$ cat config.mk
export PLATFORM = sky130hd
export DESIGN_NAME = signed_day_difference
export DESIGN_NICKNAME = d
export VERILOG_FILES = /design/src/sv/sdd_pkg.sv /design/src/sv/sdd_date_num.sv /design/src/sv/sdd_diff.sv /design/src/sv/signed_day_difference.sv
export SDC_FILE = /design/constraint.sdc
export NUM_CORES = 1
export LEC_CHECK = 0
export ABC_AREA = 1
export BUFFER_PORTS_ARGS = -buffer_cell sky130_fd_sc_hd__buf_2
export CORE_ASPECT_RATIO = 0.9
export CORE_MARGIN = 1.5
export CORE_UTILIZATION = 62
export CTS_CLUSTER_SIZE = 16
export DETAILED_ROUTE_END_ITERATION = 12
export PLACE_DENSITY = 0.78
export REMOVE_ABC_BUFFERS = 1
export SLEW_MARGIN = 20
export SYNTH_ARGS = -nofsm -noshare
export SYNTH_HDL_FRONTEND = slang
export SYNTH_SLANG_ARGS = --single-unit
$ cat constraint.sdc
create_clock -name aclk -period 8.4 [get_ports aclk]
set_input_delay 1.26 -clock aclk [delete_from_list [all_inputs] [get_ports aclk]]
set_output_delay 1.26 -clock aclk [all_outputs]
set_load 0.03 [all_outputs]
$ cat src/sv/sdd_pkg.sv
`default_nettype none

package sdd_pkg;

    // field widths
    localparam int YEAR_W    = 14;
    localparam int MONTH_W   = 4;
    localparam int DAY_W     = 5;
    localparam int DAYNUM_W  = 23;
    localparam int DIFF_W    = 23;
    localparam int SDIFF_W   = 24;
    localparam int Q100_W    = 8;
    localparam int PROD_W    = 2 * YEAR_W;
    localparam int S_TDATA_W = 48;
    localparam int M_TDATA_W = 24;

    // last valid year
    localparam int unsigned YEAR_MAX = 9999;

    // divide by 100 as multiply by reciprocal, exact for 14-bit values
    localparam int unsigned RECIP_100   = 10486;
    localparam int          RECIP_SHIFT = 20;

    // result clamp
    localparam logic signed [SDIFF_W-1:0] DIFF_LIMIT = 24'sd4194303;

    // month codes
    localparam logic [MONTH_W-1:0] MON_JAN = 4'd1;
    localparam logic [MONTH_W-1:0] MON_FEB = 4'd2;
    localparam logic [MONTH_W-1:0] MON_MAR = 4'd3;
    localparam logic [MONTH_W-1:0] MON_APR = 4'd4;
    localparam logic [MONTH_W-1:0] MON_MAY = 4'd5;
    localparam logic [MONTH_W-1:0] MON_JUN = 4'd6;
    localparam logic [MONTH_W-1:0] MON_JUL = 4'd7;
    localparam logic [MONTH_W-1:0] MON_AUG = 4'd8;
    localparam logic [MONTH_W-1:0] MON_SEP = 4'd9;
    localparam logic [MONTH_W-1:0] MON_OCT = 4'd10;
    localparam logic [MONTH_W-1:0] MON_NOV = 4'd11;
    localparam logic [MONTH_W-1:0] MON_DEC = 4'd12;

    // stage load enables for the date unit
    typedef struct packed {
        logic st1;
        logic st2;
        logic st3;
    } date_en_t;

    // stage load enables for the difference unit
    typedef struct packed {
        logic st4;
        logic st5;
    } diff_en_t;

    // days in a common year before the first of the month
    function automatic logic [8:0] days_before(input logic [MONTH_W-1:0] m);
        logic [8:0] d;
        case (m)
            MON_JAN: d = 9'd0;
            MON_FEB: d = 9'd31;
            MON_MAR: d = 9'd59;
            MON_APR: d = 9'd90;
            MON_MAY: d = 9'd120;
            MON_JUN: d = 9'd151;
            MON_JUL: d = 9'd181;
            MON_AUG: d = 9'd212;
            MON_SEP: d = 9'd243;
            MON_OCT: d = 9'd273;
            MON_NOV: d = 9'd304;
            MON_DEC: d = 9'd334;
            default: d = 9'd0;
        endcase
        return d;
    endfunction

    // month length for everything but february
    function automatic logic [DAY_W-1:0] month_len(input logic [MONTH_W-1:0] m);
        logic [DAY_W-1:0] n;
        case (m)
            MON_APR, MON_JUN, MON_SEP, MON_NOV: n = 5'd30;
            default: n = 5'd31;
        endcase
        return n;
    endfunction

endpackage

`default_nettype wire

$ cat src/sv/sdd_date_num.sv
`default_nettype none

module sdd_date_num
    import sdd_pkg::*;
(
    input  wire logic                aclk,
    input  wire date_en_t            en,
    input  wire logic [YEAR_W-1:0]   year,
    input  wire logic [MONTH_W-1:0]  month,
    input  wire logic [DAY_W-1:0]    day,
    output logic      [DAYNUM_W-1:0] day_num,
    output logic                     bad
);

    // stage 1: years before, reciprocal multiply, range checks
    logic [YEAR_W-1:0]  p_next;
    logic [PROD_W-1:0]  prod_next;
    logic               year_ok;
    logic               month_ok;
    logic               day_ok;
    logic               bad1_next;

    logic [YEAR_W-1:0]  p1_reg;
    logic [Q100_W-1:0]  q1_reg;
    logic [MONTH_W-1:0] m1_reg;
    logic [DAY_W-1:0]   d1_reg;
    logic               bad1_reg;

    assign p_next    = year - YEAR_W'(1);
    assign prod_next = PROD_W'(p_next) * PROD_W'(RECIP_100);

    always_comb begin
        year_ok  = (year != '0) && (32'(year) <= YEAR_MAX);
        month_ok = month inside {[MON_JAN:MON_DEC]};
        // february is checked once the leap bit is known
        day_ok   = (day != '0) && ((month == MON_FEB) || (day <= month_len(month)));
        bad1_next = !(year_ok && month_ok && day_ok);
    end

    always_ff @(posedge aclk) begin
        if (en.st1) begin
            p1_reg   <= p_next;
            q1_reg   <= prod_next[RECIP_SHIFT +: Q100_W];
            m1_reg   <= month;
            d1_reg   <= day;
            bad1_reg <= bad1_next;
        end
    end

    // stage 2: leap rule, february check, 365 * p + p / 4
    logic [YEAR_W-1:0]   q_x100;
    logic [YEAR_W-1:0]   rem100;
    logic                leap_next;
    logic                bad2_next;
    logic [DAYNUM_W-1:0] pw;
    logic [DAYNUM_W-1:0] yrs_next;

    logic [DAYNUM_W-1:0] yrs2_reg;
    logic [Q100_W-1:0]   q2_reg;
    logic                leap2_reg;
    logic [MONTH_W-1:0]  m2_reg;
    logic [DAY_W-1:0]    d2_reg;
    logic                bad2_reg;

    always_comb begin
        q_x100 = {q1_reg, 6'b0} + {1'b0, q1_reg, 5'b0} + {4'b0, q1_reg, 2'b0};
        rem100 = p1_reg - q_x100;
        // year = p + 1: divisible by 4 when p % 4 is 3, by 100 when p % 100 is 99
        leap_next = (p1_reg[1:0] == 2'b11)
                  && ((rem100 != YEAR_W'(99)) || (q1_reg[1:0] == 2'b11));
        bad2_next = bad1_reg
                  || ((m1_reg == MON_FEB) && (d1_reg > (leap_next ? 5'd29 : 5'd28)));
        pw = DAYNUM_W'(p1_reg);
        yrs_next = (pw << 8) + (pw << 6) + (pw << 5) + (pw << 3) + (pw << 2) + pw
                 + (pw >> 2);
    end

    always_ff @(posedge aclk) begin
        if (en.st2) begin
            yrs2_reg  <= yrs_next;
            q2_reg    <= q1_reg;
            leap2_reg <= leap_next;
            m2_reg    <= m1_reg;
            d2_reg    <= d1_reg;
            bad2_reg  <= bad2_next;
        end
    end

    // stage 3: century terms, month offset and day
    logic [DAYNUM_W-1:0] num_next;
    logic [DAYNUM_W-1:0] num3_reg;
    logic                bad3_reg;

    assign num_next = yrs2_reg - DAYNUM_W'(q2_reg) + DAYNUM_W'(q2_reg[Q100_W-1:2])
                    + DAYNUM_W'(days_before(m2_reg))
                    + DAYNUM_W'(leap2_reg && (m2_reg > MON_FEB))
                    + DAYNUM_W'(d2_reg);

    always_ff @(posedge aclk) begin
        if (en.st3) begin
            num3_reg <= num_next;
            bad3_reg <= bad2_reg;
        end
    end

    assign day_num = num3_reg;
    assign bad     = bad3_reg;

endmodule

`default_nettype wire

$ cat src/sv/sdd_diff.sv
`default_nettype none

module sdd_diff
    import sdd_pkg::*;
(
    input  wire logic                aclk,
    input  wire diff_en_t            en,
    input  wire logic [DAYNUM_W-1:0] num_a,
    input  wire logic [DAYNUM_W-1:0] num_b,
    input  wire logic                bad_a,
    input  wire logic                bad_b,
    input  wire logic                end_day,
    output logic      [DIFF_W-1:0]   diff,
    output logic                     bad
);

    // stage 4: subtract day numbers
    logic signed [SDIFF_W-1:0] sub_next;
    logic signed [SDIFF_W-1:0] sub4_reg;
    logic                      bad4_reg;
    logic                      end4_reg;

    assign sub_next = $signed({1'b0, num_b}) - $signed({1'b0, num_a});

    always_ff @(posedge aclk) begin
        if (en.st4) begin
            sub4_reg <= sub_next;
            bad4_reg <= bad_a || bad_b;
            end4_reg <= end_day;
        end
    end

    // stage 5: count end day away from zero, clamp, zero on bad date
    logic signed [SDIFF_W-1:0] adj;
    logic signed [SDIFF_W-1:0] sat;
    logic        [DIFF_W-1:0]  diff_next;
    logic        [DIFF_W-1:0]  diff5_reg;
    logic                      bad5_reg;

    always_comb begin
        if (!end4_reg) begin
            adj = sub4_reg;
        end else if (sub4_reg[SDIFF_W-1]) begin
            adj = sub4_reg - SDIFF_W'(1);
        end else begin
            adj = sub4_reg + SDIFF_W'(1);
        end
        if (adj > DIFF_LIMIT) begin
            sat = DIFF_LIMIT;
        end else if (adj < -DIFF_LIMIT) begin
            sat = -DIFF_LIMIT;
        end else begin
            sat = adj;
        end
        diff_next = bad4_reg ? '0 : sat[DIFF_W-1:0];
    end

    always_ff @(posedge aclk) begin
        if (en.st5) begin
            diff5_reg <= diff_next;
            bad5_reg  <= bad4_reg;
        end
    end

    assign diff = diff5_reg;
    assign bad  = bad5_reg;

endmodule

`default_nettype wire

$ cat src/sv/signed_day_difference.sv
// an accepted input word moves through stages 1 to 5; stage 5 holds its result word in the output register
// throughput: one word per cycle while m_tready holds; the date stages run both dates side by side
// each stage moves on when it is empty or the stage after it moves, so bubbles close up
// reset: synchronous active-low aresetn clears all stage valid bits; data registers keep
// their contents, and no word is pending after reset
`default_nettype none

module signed_day_difference
    import sdd_pkg::*;
(
    input  wire logic                 aclk,
    input  wire logic                 aresetn,
    input  wire logic                 s_tvalid,
    output logic                      s_tready,
    // first_year, first_month, first_day, second_year, second_month, second_day,
    // count_end_day, one zero pad bit
    input  wire logic [S_TDATA_W-1:0] s_tdata,
    output logic                      m_tvalid,
    input  wire logic                 m_tready,
    // day_difference, one zero pad bit
    output logic      [M_TDATA_W-1:0] m_tdata,
    // bad_date
    output logic                      m_tuser
);

    // unpack input word
    logic [YEAR_W-1:0]  first_year;
    logic [MONTH_W-1:0] first_month;
    logic [DAY_W-1:0]   first_day;
    logic [YEAR_W-1:0]  second_year;
    logic [MONTH_W-1:0] second_month;
    logic [DAY_W-1:0]   second_day;
    logic               count_end_day;

    assign first_year    = s_tdata[13:0];
    assign first_month   = s_tdata[17:14];
    assign first_day     = s_tdata[22:18];
    assign second_year   = s_tdata[36:23];
    assign second_month  = s_tdata[40:37];
    assign second_day    = s_tdata[45:41];
    assign count_end_day = s_tdata[46];

    // stage valid bits and ready chain
    logic v1_reg, v2_reg, v3_reg, v4_reg, v5_reg;
    logic rdy1, rdy2, rdy3, rdy4, rdy5;

    assign rdy5 = !v5_reg || m_tready;
    assign rdy4 = !v4_reg || rdy5;
    assign rdy3 = !v3_reg || rdy4;
    assign rdy2 = !v2_reg || rdy3;
    assign rdy1 = !v1_reg || rdy2;

    always_ff @(posedge aclk) begin
        if (!aresetn) begin
            v1_reg <= 1'b0;
            v2_reg <= 1'b0;
            v3_reg <= 1'b0;
            v4_reg <= 1'b0;
            v5_reg <= 1'b0;
        end else begin
            if (rdy1) v1_reg <= s_tvalid;
            if (rdy2) v2_reg <= v1_reg;
            if (rdy3) v3_reg <= v2_reg;
            if (rdy4) v4_reg <= v3_reg;
            if (rdy5) v5_reg <= v4_reg;
        end
    end

    // end day flag rides along with the date stages
    logic end1_reg, end2_reg, end3_reg;

    always_ff @(posedge aclk) begin
        if (rdy1) end1_reg <= count_end_day;
        if (rdy2) end2_reg <= end1_reg;
        if (rdy3) end3_reg <= end2_reg;
    end

    // day numbers of both dates
    date_en_t            date_en;
    diff_en_t            diff_en;
    logic [DAYNUM_W-1:0] num_a, num_b;
    logic                bad_a, bad_b;
    logic [DIFF_W-1:0]   diff;
    logic                bad;

    assign date_en = '{st1: rdy1, st2: rdy2, st3: rdy3};
    assign diff_en = '{st4: rdy4, st5: rdy5};

    sdd_date_num u_date_a (
        .aclk    (aclk),
        .en      (date_en),
        .year    (first_year),
        .month   (first_month),
        .day     (first_day),
        .day_num (num_a),
        .bad     (bad_a)
    );

    sdd_date_num u_date_b (
        .aclk    (aclk),
        .en      (date_en),
        .year    (second_year),
        .month   (second_month),
        .day     (second_day),
        .day_num (num_b),
        .bad     (bad_b)
    );

    // subtract, count end day, clamp
    sdd_diff u_diff (
        .aclk    (aclk),
        .en      (diff_en),
        .num_a   (num_a),
        .num_b   (num_b),
        .bad_a   (bad_a),
        .bad_b   (bad_b),
        .end_day (end3_reg),
        .diff    (diff),
        .bad     (bad)
    );

    // output word
    assign s_tready = rdy1;
    assign m_tvalid = v5_reg;
    assign m_tdata  = {1'b0, diff};
    assign m_tuser  = bad;

`ifndef NO_ASSERTIONS
    // a bad date always reports a zero difference
    a_bad_zero: assert property (@(posedge aclk) disable iff (!aresetn)
        (m_tvalid && m_tuser) |-> (m_tdata[DIFF_W-1:0] == '0))
        else $error("bad date word carries a nonzero difference");

    // clamp never yields the most negative code
    a_clamp: assert property (@(posedge aclk) disable iff (!aresetn)
        m_tvalid |-> (m_tdata[DIFF_W-1:0] != {1'b1, {(DIFF_W-1){1'b0}}}))
        else $error("difference outside the clamp range");

    // an empty output register means the whole pipe can take a word
    a_empty_ready: assert property (@(posedge aclk) disable iff (!aresetn)
        !m_tvalid |-> s_tready)
        else $error("input stalled while the output register is empty");

    // a word moving out of stage 4 shows up at the output next cycle
    a_stage4_move: assert property (@(posedge aclk) disable iff (!aresetn)
        (v4_reg && rdy5) |=> m_tvalid)
        else $error("word lost between stage 4 and the output");
`endif

endmodule

`default_nettype wire
==> impl_metrics.env <==
export IMPL_status="complete, no violations"
export IMPL_vias_per_cell=5.489
export IMPL_period_share=0.8237
export IMPL_synth_top_area_frac=0.2467
export IMPL_grt_first_pass_wirelength_mm=110.0
export IMPL_die_h_um=212.7
export IMPL_hpwl_mm=56.12
export IMPL_avgSynthCellArea_um2=9.339
export IMPL_dieWidth_um=236.0
export IMPL_rsz0062_at_grt="no"
export IMPL_antenna_cells=0
export IMPL_hold_viol=0
export IMPL_htreeDepth=1
export IMPL_holdCritStartpoint="u_date_a.bad2_reg"
export IMPL_wl_per_cell_um=16.59
export IMPL_cp_end_kind="register"
export IMPL_cts_resized=0
export IMPL_synthCells=3245
export IMPL_yosysSeqAreaShare=0.2619
export IMPL_reg2reg_from="m_tvalid"
export IMPL_cts_setup_buffers=0
export IMPL_design_area_um2=32450
export IMPL_rrSetupSlack_ps=3100
export IMPL_io_pins=79
export IMPL_relSlewSlack=0.2871
export IMPL_synth_seq_cells=272
export IMPL_largest_reg_flops=24
export IMPL_synth_area_um2=30310
export IMPL_final_setup_tns_ps=0
export IMPL_cts_buffers=29
export IMPL_nets=4201
export IMPL_final_common_cell="inv_1"
export IMPL_io_buffers=76
export IMPL_synth_top_area_cell="edfxtp_1"
export IMPL_fmax_ghz=0.1445
export IMPL_slew_viol_final=0
export IMPL_synthArstFlopShare=0
export IMPL_cp_arrival_ps=7230
export IMPL_grt_pass1_vias=22520
export IMPL_grt_max_degree=67
export IMPL_clkTransAtPathRegs_ps=60
export IMPL_synth_edf_count=249
export IMPL_num_vias=21930
export IMPL_drc=0
export IMPL_worst_slew_pin_slew_ps=1069
export IMPL_setup_viol=0
export IMPL_final_setup_skew_ps=26.89
export IMPL_place_congestion=0.9627
export IMPL_die_area_um2=50220
export IMPL_grt_overflow=0
export IMPL_synthFlopType="edfxtp_1"
export IMPL_holdPathEnd="u_date_a.bad"
export IMPL_worst_slack_ps=1481
export IMPL_antenna_found_initial=0
export IMPL_cp_start_kind="input port"
export IMPL_min_period_ps=6919
export IMPL_cp_max_fo=6
export IMPL_clockRootBuffer="clkbuf_16"
export IMPL_core_um2=48020
export IMPL_ctsHoldBuffers=0
export IMPL_num_rows=76
export IMPL_reg2reg_depth=15
export IMPL_placed_area_um2=31450
export IMPL_clock_sinks=272
export IMPL_clock_path_buffers=3
export IMPL_drive_above_1_share=0.05399
export IMPL_hold_path_cell_count=0
export IMPL_insertion_delay_ps=580
export IMPL_ant_nets=0
export IMPL_cap_violations=0
export IMPL_dr_pass1_iters=8
export IMPL_hold_path_class="register to register"
export IMPL_start_util=0.6311
export IMPL_track_usage=0.2719
export IMPL_synth_area_top_cells="edfxtp_1 (25%), ha_1 (21%), fa_1 (19%), inv_1 (9.4%), nand2_1 (5.4%)"
export IMPL_cp_required_ps=8710
export IMPL_areaGrowthSynthToFinish_pct=7.085
export IMPL_yosysWarnings=0
export IMPL_critPathKind="input port to register"
export IMPL_drtIter0Drc=1474
export IMPL_routed_wl_mm=66.28
export IMPL_mostFrequentLayoutCells="inv_1 (755), ha_1 (515), nand2_1 (439), fa_1 (285), edfxtp_1 (249)"
export IMPL_place_ws_ps=929.5
export IMPL_yosysUniqueCellTypes=54
export IMPL_tritoncts="built"
## worst max path at each step
stage | from | endpoint | slack [ps] | cells past startpoint
after global placement | s_tdata[2] | u_date_a.q1_reg[2] | 990 | 28
after global routing | s_tdata[1] | u_date_a.q1_reg[2] | 1010 | 28
after floorplan | s_tdata[24] | u_date_b.q1_reg[5] | 1900 | 24
after CTS | s_tdata[2] | u_date_a.q1_reg[2] | 1500 | 28
final | s_tdata[0] | u_date_a.q1_reg[2] | 1480 | 27
after detailed placement | s_tdata[2] | u_date_a.q1_reg[2] | 930 | 28
## cell type report
class                      instances  area (um^2)
tap                              624        780.7
inverter                         758         2848
clock inverter                    16        178.9
fill                            3769        15570
multi-input combinational       2204        19450
sequential                       272         7938
timing repair buffer              84        440.4
clock buffer                      37        818.3
## worst max-delay path: stages
cell      delay (ps)
buf_2            120
inv_1            190
ha_1             350
nand2_1          150
xor2_1           550
inv_1            330
ha_1             400
inv_1             70
fa_1             560
inv_1             80
fa_1             450
ha_1             290
inv_1             60
fa_1             530
inv_1             50
ha_1             320
nand2_1          110
o211ai_1         110
a21oi_1          140
inv_1             90
a21oi_1          200
inv_1             90
a21oi_1          140
o21ai_0          230
nand3_1          140
nand2_1           70
xor2_1           150
## synth_stat cells, types with 2 or more instances
master    instances
a211o_1           2
a211oi_1         12
a21boi_0          3
a21o_1            9
a21oi_1         201
a21oi_2           6
a31oi_1           9
buf_2             4
buf_4             2
buf_6             3
dfxtp_1          23
edfxtp_1        249
fa_1            285
ha_1            515
inv_1           755
inv_2             3
nand2_1         440
nand2_2           2
nand3_1         127
nand3b_1          4
nand4_1          30
nor2_1          161
nor2_2            2
nor3_1           23
nor3b_1           5
nor4_1           11
o211ai_1         11
o21a_1            5
o21ai_0          93
o21ai_1          15
o21ai_2           7
o21ai_4           3
o21bai_1         20
o221ai_1          4
o22ai_1           2
o31ai_1           4
or2_2            22
xnor2_1          55
xor2_1          103
## per-stage QoR
step                      utilization  hold slack [ps]  cells
after global placement         0.6550            418.8   3942
final                          0.6758            433.9   3995
after floorplan                     -            400.3   3234
after detailed placement       0.6550            414.6   3942
after CTS                      0.6758            425.1   3995
after global routing           0.6758            438.4   3995
## cells by family after synthesis
| logic type | count (synthesis) | share of synthesized area |
|---|---|---|
| buffers and inverters | 769 | 0.09640 |
| other | 1 | 0.0001237 |
| and+or+nand+nor | 833 | 0.1170 |
| xor gates and xnor gates | 158 | 0.04566 |
| adders and majority gates | 800 | 0.4009 |
| DFF | 272 | 0.2619 |
| AOI/OAI and AO/OA | 412 | 0.07799 |
## per-layer routing
| layer | part of all wire | global-route usage | vias up |
|---|---|---|---|
| met5 | 0 | 0 | - |
| met2 | 0.48 | 0.4659 | 500 |
| met3 | 0.042 | 0.02172 | 112 |
| met1 | 0.46 | 0.3798 | 10590 |
| met4 | 0.021 | 0.06118 | 0 |
| li1 | - | - | 10730 |
Power is left out: the tool's default activity adds up to more than one toggle a clock period on the data nets, which glitch-free logic cannot reach.
